`src/hdl/met_pkg.sv`:
```
`timescale 1ns / 1ps
package met_pkg;

  localparam int FRAC = 56;
  localparam int LIMIT_W = 20;
  localparam int DIM_W = 14;
  localparam int CFG_IDX_W = 3;
  localparam logic [63:0] Q_MAX = 64'h7FFF_FFFF_FFFF_FFFF;
  // 4.0 in Q7.56, widened by one bit for the carry of x^2 + y^2.
  localparam logic [64:0] ESCAPE_BOUND = 65'h0_0400_0000_0000_0000;
  localparam logic [LIMIT_W-1:0] LIMIT_RESET = 20'd256;

  typedef enum logic [CFG_IDX_W-1:0] {
    REG_X_MIN      = 3'd0,
    REG_Y_MIN      = 3'd1,
    REG_X_STEP     = 3'd2,
    REG_Y_STEP     = 3'd3,
    REG_ITER_LIMIT = 3'd4
  } cfg_reg_t;

  typedef struct packed {
    logic [DIM_W-1:0] col;
    logic [DIM_W-1:0] row;
  } pix_t;

  typedef struct packed {
    logic [7:0]         red;
    logic [7:0]         green;
    logic [7:0]         blue;
    logic [LIMIT_W-1:0] iterations;
    logic               in_set;
  } res_t;

  typedef struct packed {
    logic        start;
    logic [63:0] a;
    logic [63:0] b;
  } mul_req_t;

  function automatic logic [7:0] pal_red(input logic [2:0] k);
    logic [7:0] v;
    case (k)
      3'd0: v = 8'hFF;
      3'd1: v = 8'hFF;
      3'd2: v = 8'hFF;
      3'd3: v = 8'h00;
      3'd4: v = 8'h00;
      3'd5: v = 8'hFF;
      default: v = 8'h00;
    endcase
    return v;
  endfunction

  function automatic logic [7:0] pal_green(input logic [2:0] k);
    logic [7:0] v;
    case (k)
      3'd0: v = 8'h00;
      3'd1: v = 8'h77;
      3'd2: v = 8'hFF;
      3'd3: v = 8'hFF;
      3'd4: v = 8'h00;
      3'd5: v = 8'h00;
      default: v = 8'h00;
    endcase
    return v;
  endfunction

  function automatic logic [7:0] pal_blue(input logic [2:0] k);
    logic [7:0] v;
    case (k)
      3'd4: v = 8'hFF;
      3'd5: v = 8'hFF;
      default: v = 8'h00;
    endcase
    return v;
  endfunction

endpackage

```
`src/hdl/met_front.sv`:
```
`timescale 1ns / 1ps
module met_front #(
  parameter int MAX_DIM = 16384
) (
  input  logic                      clk,
  input  logic                      rst_n,
  input  logic                      in_push,
  output logic                      in_full,
  input  logic [met_pkg::DIM_W-1:0] in_col,
  input  logic [met_pkg::DIM_W-1:0] in_row,
  output logic                      pix_valid,
  output met_pkg::pix_t             pix,
  input  logic                      pix_pop
);
  import met_pkg::*;

  localparam logic [16:0] DIM_LIM = 17'(MAX_DIM);
  localparam logic [DIM_W-1:0] DIM_TOP = DIM_W'(MAX_DIM - 1);

  pix_t       q_r [2];
  logic       wr_ptr_r, rd_ptr_r;
  logic [1:0] count_r;
  logic       do_push;
  pix_t       clamped;

  always_comb begin
    clamped.col = ({3'b0, in_col} >= DIM_LIM) ? DIM_TOP : in_col;
    clamped.row = ({3'b0, in_row} >= DIM_LIM) ? DIM_TOP : in_row;
  end

  assign in_full   = (count_r == 2'd2);
  assign do_push   = in_push && !in_full;
  assign pix_valid = (count_r != 2'd0);
  assign pix       = q_r[rd_ptr_r];

  always_ff @(posedge clk) begin
    if (!rst_n) begin
      wr_ptr_r <= 1'b0;
      rd_ptr_r <= 1'b0;
      count_r  <= 2'd0;
    end else begin
      if (do_push) begin
        q_r[wr_ptr_r] <= clamped;
        wr_ptr_r      <= ~wr_ptr_r;
      end
      if (pix_pop) begin
        rd_ptr_r <= ~rd_ptr_r;
      end
      count_r <= count_r + 2'(do_push) - 2'(pix_pop);
    end
  end

endmodule

```
`config.mk`:
```
export PLATFORM = sky130hd
export DESIGN_NAME = met_front
export DESIGN_NICKNAME = d
export VERILOG_FILES = /design/src/hdl/met_pkg.sv /design/src/hdl/met_front.sv
export SDC_FILE = /design/constraint.sdc
export NUM_CORES = 1
export LEC_CHECK = 0
export BUFFER_PORTS_ARGS = -buffer_cell sky130_fd_sc_hd__buf_2
export CORE_MARGIN = 5
export CORE_UTILIZATION = 51
export CTS_CLUSTER_SIZE = 25
export DETAILED_ROUTE_END_ITERATION = 10
export GPL_TIMING_DRIVEN = 0
export PLACE_DENSITY = 0.78
export RECOVER_POWER = 25
export SETUP_SLACK_MARGIN = 0.4
export SLEW_MARGIN = 5
export SYNTH_ARGS = -nofsm -noshare
export SYNTH_HDL_FRONTEND = slang
export SYNTH_SLANG_ARGS = --single-unit
```
`constraint.sdc`:
```
create_clock -name clk -period 2.6 [get_ports clk]
set_input_delay 0 -clock clk [delete_from_list [all_inputs] [get_ports clk]]
set_output_delay 0 -clock clk [all_outputs]
set_load 0.02 [all_outputs]
```
-- Yosys cells after proc, flatten, opt, wreduce, memory -nomap -nowiden
Memory sizes are Yosys's and may differ from the RTL's. A register that Yosys moved wholly into a read port is not among the register bits.
Index checks and enable logic that the tools add are counted.
- register bits: 4
- RAM bits: 56
- output and inout port bits: 30
- logic and storage cells: 17
- memories: 1
- memories (memory ; depth ; bits a word ; rd ports ; clocked after Yosys merged registers in ; write ports ; line ; source):
    q_r ; 2 ; 28 ; 1 ; 1 ; 1 ; met_front.sv:20 ; pix_t q_r [2];
- add/subtract/negate cells: 2
- equal/unequal tests: 1
- muxes and demuxes: 5
- bitwise operators: 2
- reductions and logical operators: 3
- operators with widths (operator ; number):
    $mux W1 ; 5
    $add A2 B1 Y2 ; 1
    $eq A2 B2 Y1 const B ; 1
    $not A1 Y1 ; 2
    $reduce_bool A2 Y1 ; 1
    $sub A2 B1 Y2 ; 1
    $logic_and A1 B1 Y1 ; 1
    $logic_not A1 Y1 ; 1

-- Logic depth before layout (Yosys ltp)
Gate-level depths: netlist (run 1).
- depth after elaboration: 6
- gate-level depth with buffers: 9
- mapped depth without buffers: 9

-- Worst setup path after synthesis (run 1)
OpenSTA, ideal clock, no wires.
- path type: flip-flop to flip-flop
- from: register count_r[0]
- to: memory q_r[0][0] (netlist bit), enable pin
- setup time: 413 ps
- arrival: 1738 ps
- path slack: 449 ps
- stages on the path, launching flop included: 4
- path through: dfxtp_1 nand2b_1 nand3_1 nor2_1
- cells in the longest elaborated chain, start to end: 6
- ends and longest elaborated chain (element ; line ; source):
    from (decl) ; met_front.sv:22 ; logic [1:0] count_r;
    from (signal assigned) ; met_front.sv:49 ; count_r <= count_r + 2'(do_push) - 2'(pix_pop);
    $eq A2 B2 Y1 ; met_front.sv:31 ; assign in_full = (count_r == 2'd2);
    $logic_not A1 Y1 ; met_front.sv:32 ; assign do_push = in_push && !in_full;
    $logic_and A1 B1 Y1 ; met_front.sv:32 ;
    $mux W1 ; met_front.sv:42 ; if (do_push) begin
    $mux W1 ; met_front.sv:37 ; if (!rst_n) begin
    $mux W1 (implied by the code) ; met_front.sv:43 ; q_r[wr_ptr_r] <= clamped;
    to (decl) ; met_front.sv:20 ;
No other way between the ends.

-- Worst setup path after layout (run 1)
- from: register count_r[0]
- to: memory q_r[0][26] (netlist bit), enable pin
Same word-level chain as after synthesis.

==> flow_summary_export.csv, run 1 <==
group,metric,value,unit
run_status,status,"complete, no violations",
clock_tree,cts.sinks,61,
synth,syn_inst,112,
clock_tree,max-clock-path-buffers,2,
setup_path,cp.required,2.63,ns
layout,fin_cells,271,
power_and_ir_drop,p_total,2440,uW
min_path,worstHoldPathType,"primary input to register",
layout,fillCellCount,289,
floorplanning,start_util,0.533,
timing,setup_ws,0.781,ns
drt,drt_iter0_drc,37,
floorplanning,rows,24,
synth,yosysSeqAreaShare,0.757,
setup_path,timing.rr.start,"count_r[0]$_SDFF_PN0_",
min_path,whs_path_depth,3,
setup_path,slowest_stage,"nor2_2",
setup_path,rr_worst_depth,4,
drt,drc_errors,0,
placed_design,pre_cts_ws,0.418,ns
floorplanning,io_pins,62,
setup_path,crit_type,"register to register",
layout,antenna_cells,0,
drt,vias,1313,
synth,syn-num-nets,146,
placed_design,dpl.cell_count,226,
clock_tree,postCtsSetupRepairBufs,0,
timing,drv_slew,0,
placed_design,io_buffers,61,
clock_tree,clk_pin_slew,0.06,ns
setup_path,r2r_slack,0.78,ns
layout,drive_above_1_share,0.452,
drt,wl,4290,um
synth,ys_top_cells_by_area,"edfxtp_1 (71%), mux2_4 (13%), dfxtp_1 (4.3%)",
clock_tree,htree_levels,3,
grt,antenna_found_initial,0,
synth,yosys.area.top_type_share,0.714,
power_and_ir_drop,p_per_area,763,nW/um2
floorplanning,die_h,78.0,um
setup_path,end_kind,"register",
grt,grt_pass1_vias,1501,
timing,clock-skew-final,0.00390,ns
drt,vias_per_cell,4.85,
min_path,hold_start,"in_push",
synth,synth.avg_cell_area,21.0,um2
timing,rsz0062_at_grt,"no",
floorplanning,die-area,6080,um2
setup_path,crit_fanout,15,
timing,finalSetupViolations,0,
setup_path,slowest_delay,0.64,ns
setup_path,crit_arrival,1.85,ns
clock_tree,cts_tree,"built",
floorplanning,design.core.area,4410,um2
clock_tree,cts_buffers,9,
synth,synth_largest_area_cell,"edfxtp_1",
grt,grt_start_max_net_pins,29,
layout,syn2layout_area_growth,36.0,%
timing,maxSlewHeadroom,0.463,
timing,timing.setup.tns,0,ns
timing,worst_pin_slew,0.804,ns
timing,fin_crit,1.82,ns
setup_path,cp_cell_sequence,"nand2b_1 -> nand3_1 -> nor2_2 -> buf_8",
setup_path,worstSetupStartpointType,"register",
setup_path,crit-reg2reg-capture,"q_r[0][26]$_DFFE_PP_",
synth,syn_area,2350,um2
synth,synth_cell_types,18,
job,maxCapViolCount,0,
clock_tree,cts_root_buf,"clkbuf_8",
placed_design,routabilityCongestion,0.609,
power_and_ir_drop,cellLeakagePower,0.00127,uW
min_path,hold_end,"wr_ptr_r$_SDFFE_PN0P_",
grt,grt_pass1_wl,6760,um
timing,hold_viol,0,
timing,max_freq,550,MHz
timing,period_share,0.700,
layout,fin_util,0.725,
layout,layout.nets,248,
placed_design,hpwl,2930,um
synth,yosysWarnings,0,
drt,firstDrtPassIters,4,
drt,routedWlPerCell,15.8,um
power_and_ir_drop,vdd_ir_drop_max,0.630,mV
grt,grt_usage,0.146,
drt,ant_nets,0,
floorplanning,fp.dieW,78.0,um
grt,grt.overflow.total,0,
synth,ys_ff_latch,61,
clock_tree,worstSkewPairLatency,0.32,ns
==> sequential cells by signal (all words and copies together), names as in the netlist, named ones only <==
| register | cells |
|---|---|
| wr_ptr_r | 1 |
| rd_ptr_r | 1 |
| q_r | 56 |
| count_r | 2 |
==> layer usage <==
layer  wire length, um  vias to the layer above  part of all wire  GRT usage
li1                  -                      633                 -          -
met1              1610                      627              0.37      0.152
met2              2340                       44              0.55      0.264
met3               270                        9             0.063     0.0440
met4                70                        0             0.016     0.0760
met5                 0                        -                 0          0
==> synth_stat cells <==
master,instances
nand2b_1,1
edfxtp_1,56
buf_12,2
xnor2_1,2
mux2_2,8
and3_1,1
nand3_1,1
o22ai_1,1
nor2_1,1
mux2_4,20
dfxtp_1,5
inv_1,3
xor2_1,1
and2_1,5
or2_2,1
nand2_1,1
ha_1,2
buf_6,1
==> power by group <==
group / total [uW] / leakage [uW] / internal [uW] / switching (uW)
logic: 476 / 0.000618 / 228 / 248
clock network: 763 / 0.0000972 / 432 / 331
registers: 1200 / 0.000554 / 1170 / 31.8
==> cells in the final DEF (no fill, tap or decap) <==
| cell type | netlist | routed |
|---|---|---|
| o22ai_1 | 1 | 1 |
| clkbuf_8 | 0 | 9 |
| nand2_1 | 1 | 1 |
| xor2_1 | 1 | 1 |
| dfxtp_1 | 5 | 5 |
| mux2_4 | 20 | 20 |
| bufinv_16 | 0 | 1 |
| buf_2 | 0 | 50 |
| nand3_1 | 1 | 1 |
| dlygate4sd3_1 | 0 | 29 |
| clkinv_2 | 0 | 4 |
| buf_6 | 1 | 1 |
| buf_8 | 0 | 1 |
| clkbuf_1 | 0 | 12 |
| edfxtp_1 | 56 | 56 |
| or2_2 | 1 | 1 |
| ha_1 | 2 | 2 |
| and3_2 | 0 | 1 |
| buf_12 | 2 | 2 |
| and2_1 | 5 | 5 |
| mux2_2 | 8 | 8 |
| nor2_2 | 0 | 1 |
| xnor2_1 | 2 | 2 |
| clkinv_1 | 0 | 1 |
| nand2b_1 | 1 | 1 |
| inv_1 | 3 | 3 |
==> through the flow <==
step	hold WS [ns]	instance area [um2]
finish	0.0345	3200
global placement	0.188	2730
detailed placement	0.191	2740
CTS	0.0253	3210
floorplan	0.0989	2350
global route	0.0471	3200
==> final cells by class <==
class,count,area (um2),area share
sequential,61,1780,0.556
buffer,3,51.3,0.0160
clock buffer,10,128,0.0399
clock inverter,6,53.8,0.0168
tap,52,65.1,0.0203
timing repair buffer,91,597,0.186
inverter,3,11.3,0.00352
multi-input combinational,45,514,0.161
==> logic make-up after synthesis <==
family	after synthesis	synth area share
AOI/OAI and AO/OA	1	0.00266
DFF	61	0.757
buffers and inverters	6	0.0266
adders and majority gates	2	0.0106
xor gates and xnor gates	3	0.0112
and+or+nand+nor	11	0.0266
muxes	28	0.166
==> repair_timing <==
| item | in CTS | in global routing |
|---|---|---|
| hold endpoints to repair | 61 | 0 |
| hold buffers | 29 | 0 |
| resized for setup | 0 | 0 |
==> worst max-delay path by stage <==
stage                                     start                    to  slack, ns
after floorplan           count_r[0]$_SDFF_PN0_   q_r[0][0]$_DFFE_PP_       0.45
after global placement    count_r[0]$_SDFF_PN0_  q_r[0][26]$_DFFE_PP_      -0.05
after detailed placement  count_r[0]$_SDFF_PN0_  q_r[1][26]$_DFFE_PP_       0.42
after CTS                 count_r[0]$_SDFF_PN0_  q_r[1][18]$_DFFE_PP_       0.42
after global routing      count_r[0]$_SDFF_PN0_  q_r[0][26]$_DFFE_PP_       0.59
final                     count_r[0]$_SDFF_PN0_  q_r[0][26]$_DFFE_PP_       0.78
==> worst max-delay path: cells and delay by family, from the launching register on <==
family / cells / cell delay, ns
buffers and inverters: 1 / 0.26
DFF: 1 / 0.35
and+or+nand+nor: 3 / 0.93
(Power assumes the default switching activity.)
==> run 2, diff against run 1 <==
==> constraint.sdc (replaced) <==
create_clock -name clk -period 1.7 [get_ports clk]
set_input_delay 0 -clock clk [delete_from_list [all_inputs] [get_ports clk]]
set_output_delay 0 -clock clk [all_outputs]
set_load 0.02 [all_outputs]
==> run 2 against run 1 <==
Compared with the run above:
- final area rose by 18%
- first-iteration DRC count rose to 3.3 times the previous value
- critical path depth rose by 5
- worst setup slack got worse by 0.67 ns
- clock power rose by 100%
- non-clock buffer count rose by 14
- sequential power rose by 57%
- register-to-register slack got worse by 0.67 ns
- clock-buffer cell count fell by 1
- critical path type unchanged
==> flow_summary_export.csv, run 2 (synthesized netlist as in run 1, its figures left out) <==
group,metric,value,unit
drt,routedWlPerCell,19.0,um
clock_tree,cts_root_buf,"clkbuf_8",
min_path,worstHoldPathType,"primary input to register",
placed_design,io_buffers,61,
floorplanning,die_h,78.0,um
setup_path,end_kind,"register",
timing,hold_viol,0,
drt,ant_nets,0,
timing,worst_pin_slew,0.473,ns
floorplanning,io_pins,62,
power_and_ir_drop,vdd_ir_drop_max,0.893,mV
timing,finalSetupViolations,0,
job,maxCapViolCount,0,
layout,largest_reg_flops,56,
clock_tree,htree_levels,3,
clock_tree,cts.sinks,61,
floorplanning,die-area,6080,um2
layout,final_cell_mix,"edfxtp_1 (56), buf_6 (30), mux2_4 (28), dlygate4sd3_1 (28), buf_2 (20)",
power_and_ir_drop,p_total,4530,uW
timing,setup_ws,0.111,ns
layout,seq_area,1790,um2
layout,multi_input_area,641,um2
clock_tree,cts_tree,"built",
floorplanning,rows,24,
clock_tree,max-clock-path-buffers,2,
floorplanning,fp.dieW,78.0,um
grt,grt_pass1_vias,1592,
grt,antenna_found_initial,0,
clock_tree,worstSkewPairLatency,0.33,ns
layout,fillCellCount,201,
run_status,status,"complete, no violations",
drt,drt_iter0_drc,123,
clock_tree,cts_buffers,9,
layout,layout.nets,266,
power_and_ir_drop,cellLeakagePower,0.00150,uW
drt,firstDrtPassIters,4,
layout,reg_top3,"q_r (56), count_r (2)",
power_and_ir_drop,p_per_area,1200,nW/um2
setup_path,crit_type,"register to register",
drt,wl,5500,um
floorplanning,design.core.area,4410,um2
setup_path,worstSetupStartpointType,"register",
timing,rsz0062_at_grt,"yes",
setup_path,crit_fanout,3,
clock_tree,clk_pin_slew,0.07,ns
setup_path,cp.required,1.92,ns
drt,vias_per_cell,5.07,
timing,fin_hold_ws,0.0271,ns
placed_design,pre_cts_ws,-0.000877,ns
layout,drive_above_1_share,0.544,
layout,layout_commonest_cell,"edfxtp_1",
grt,grt_usage,0.189,
layout,regMostFlops,"q_r",
placed_design,hpwl,2690,um
grt,grt_start_max_net_pins,15,
drt,vias,1465,
layout,syn2layout_area_growth,60.3,%
timing,maxSlewHeadroom,0.685,
drt,drc_errors,0,
setup_path,crit_arrival,1.81,ns
timing,max_freq,629,MHz
layout,antenna_cells,0,
grt,grt_pass1_wl,8480,um
placed_design,routabilityCongestion,0.635,
grt,grt.overflow.total,0,
timing,clock-skew-final,0.00963,ns
floorplanning,start_util,0.533,
timing,period_share,0.935,
timing,fin_crit,1.59,ns
timing,drv_slew,0,
timing,timing.setup.tns,0,ns
run 2: worst paths after layout:
path,start,end,slack [ns],cells after the start
setup reg to reg,count_r[1]$_SDFF_PN0_,count_r[1]$_SDFF_PN0_,0.11,9
setup / recovery,count_r[1]$_SDFF_PN0_,count_r[1]$_SDFF_PN0_,0.11,9
hold reg to reg,rd_ptr_r$_SDFFE_PN0P_,register,0.58,2
hold / removal,rst_n,register,0.03,2
run 2: area by class of cell:
| class | count | share of cell area |
|---|---|---|
| Sequential cell | 61 | 0.474 |
| Inverter | 3 | 0.00298 |
| Clock inverter | 7 | 0.0302 |
| Buffer | 3 | 0.0146 |
| Timing Repair Buffer | 105 | 0.259 |
| Clock buffer | 9 | 0.0328 |
| Tap cell | 52 | 0.0172 |
| Multi-Input combinational cell | 49 | 0.170 |
run 2: repair_timing:
| item | 4_1_cts | 5_1_grt |
|---|---|---|
| setup endpoints to repair | 86 | 86 |
| cloned | 6 | 0 |
| pin swaps | 7 | 3 |
| buffers inserted | 13 | 1 |
| hold endpoints to repair | 56 | 0 |
| hold buffers | 28 | 0 |
| resized for setup | 69 | 11 |
run 2: worst max-delay path: stages, from the launching register on:
cell and delay (ns):
dfxtp_4 0.37, nand2b_4 0.07, and2_4 0.14, inv_2 0.04
ha_4 0.25, inv_2 0.04, ha_4 0.15, xnor2_2 0.12
xnor2_1 0.13, and2_1 0.17
run 2: where the power goes:
part / leakage [uW] / internal (uW) / switching, uW / total (uW)
clock: 0.000113 / 966 / 563 / 1530
sequential: 0.000555 / 1800 / 77.1 / 1880
combinational: 0.000832 / 640 / 486 / 1130
run 2: metrics by stage:
stage	instance area, um2	util	std cells
after floorplan	2380	-	112
after global placement	2760	0.624	225
after detailed placement	2760	0.624	225
after CTS	3740	0.848	288
after global routing	3770	0.855	289
final	3770	0.855	289
run 2: metal layers:
metal	track usage	vias to the layer above	routed length, um	share of wire
met5	0	-	0	0
li1	-	676	-	-
met4	0.0811	0	126	0.023
met2	0.340	49	3040	0.55
met1	0.215	729	2060	0.37
met3	0.0405	11	275	0.050
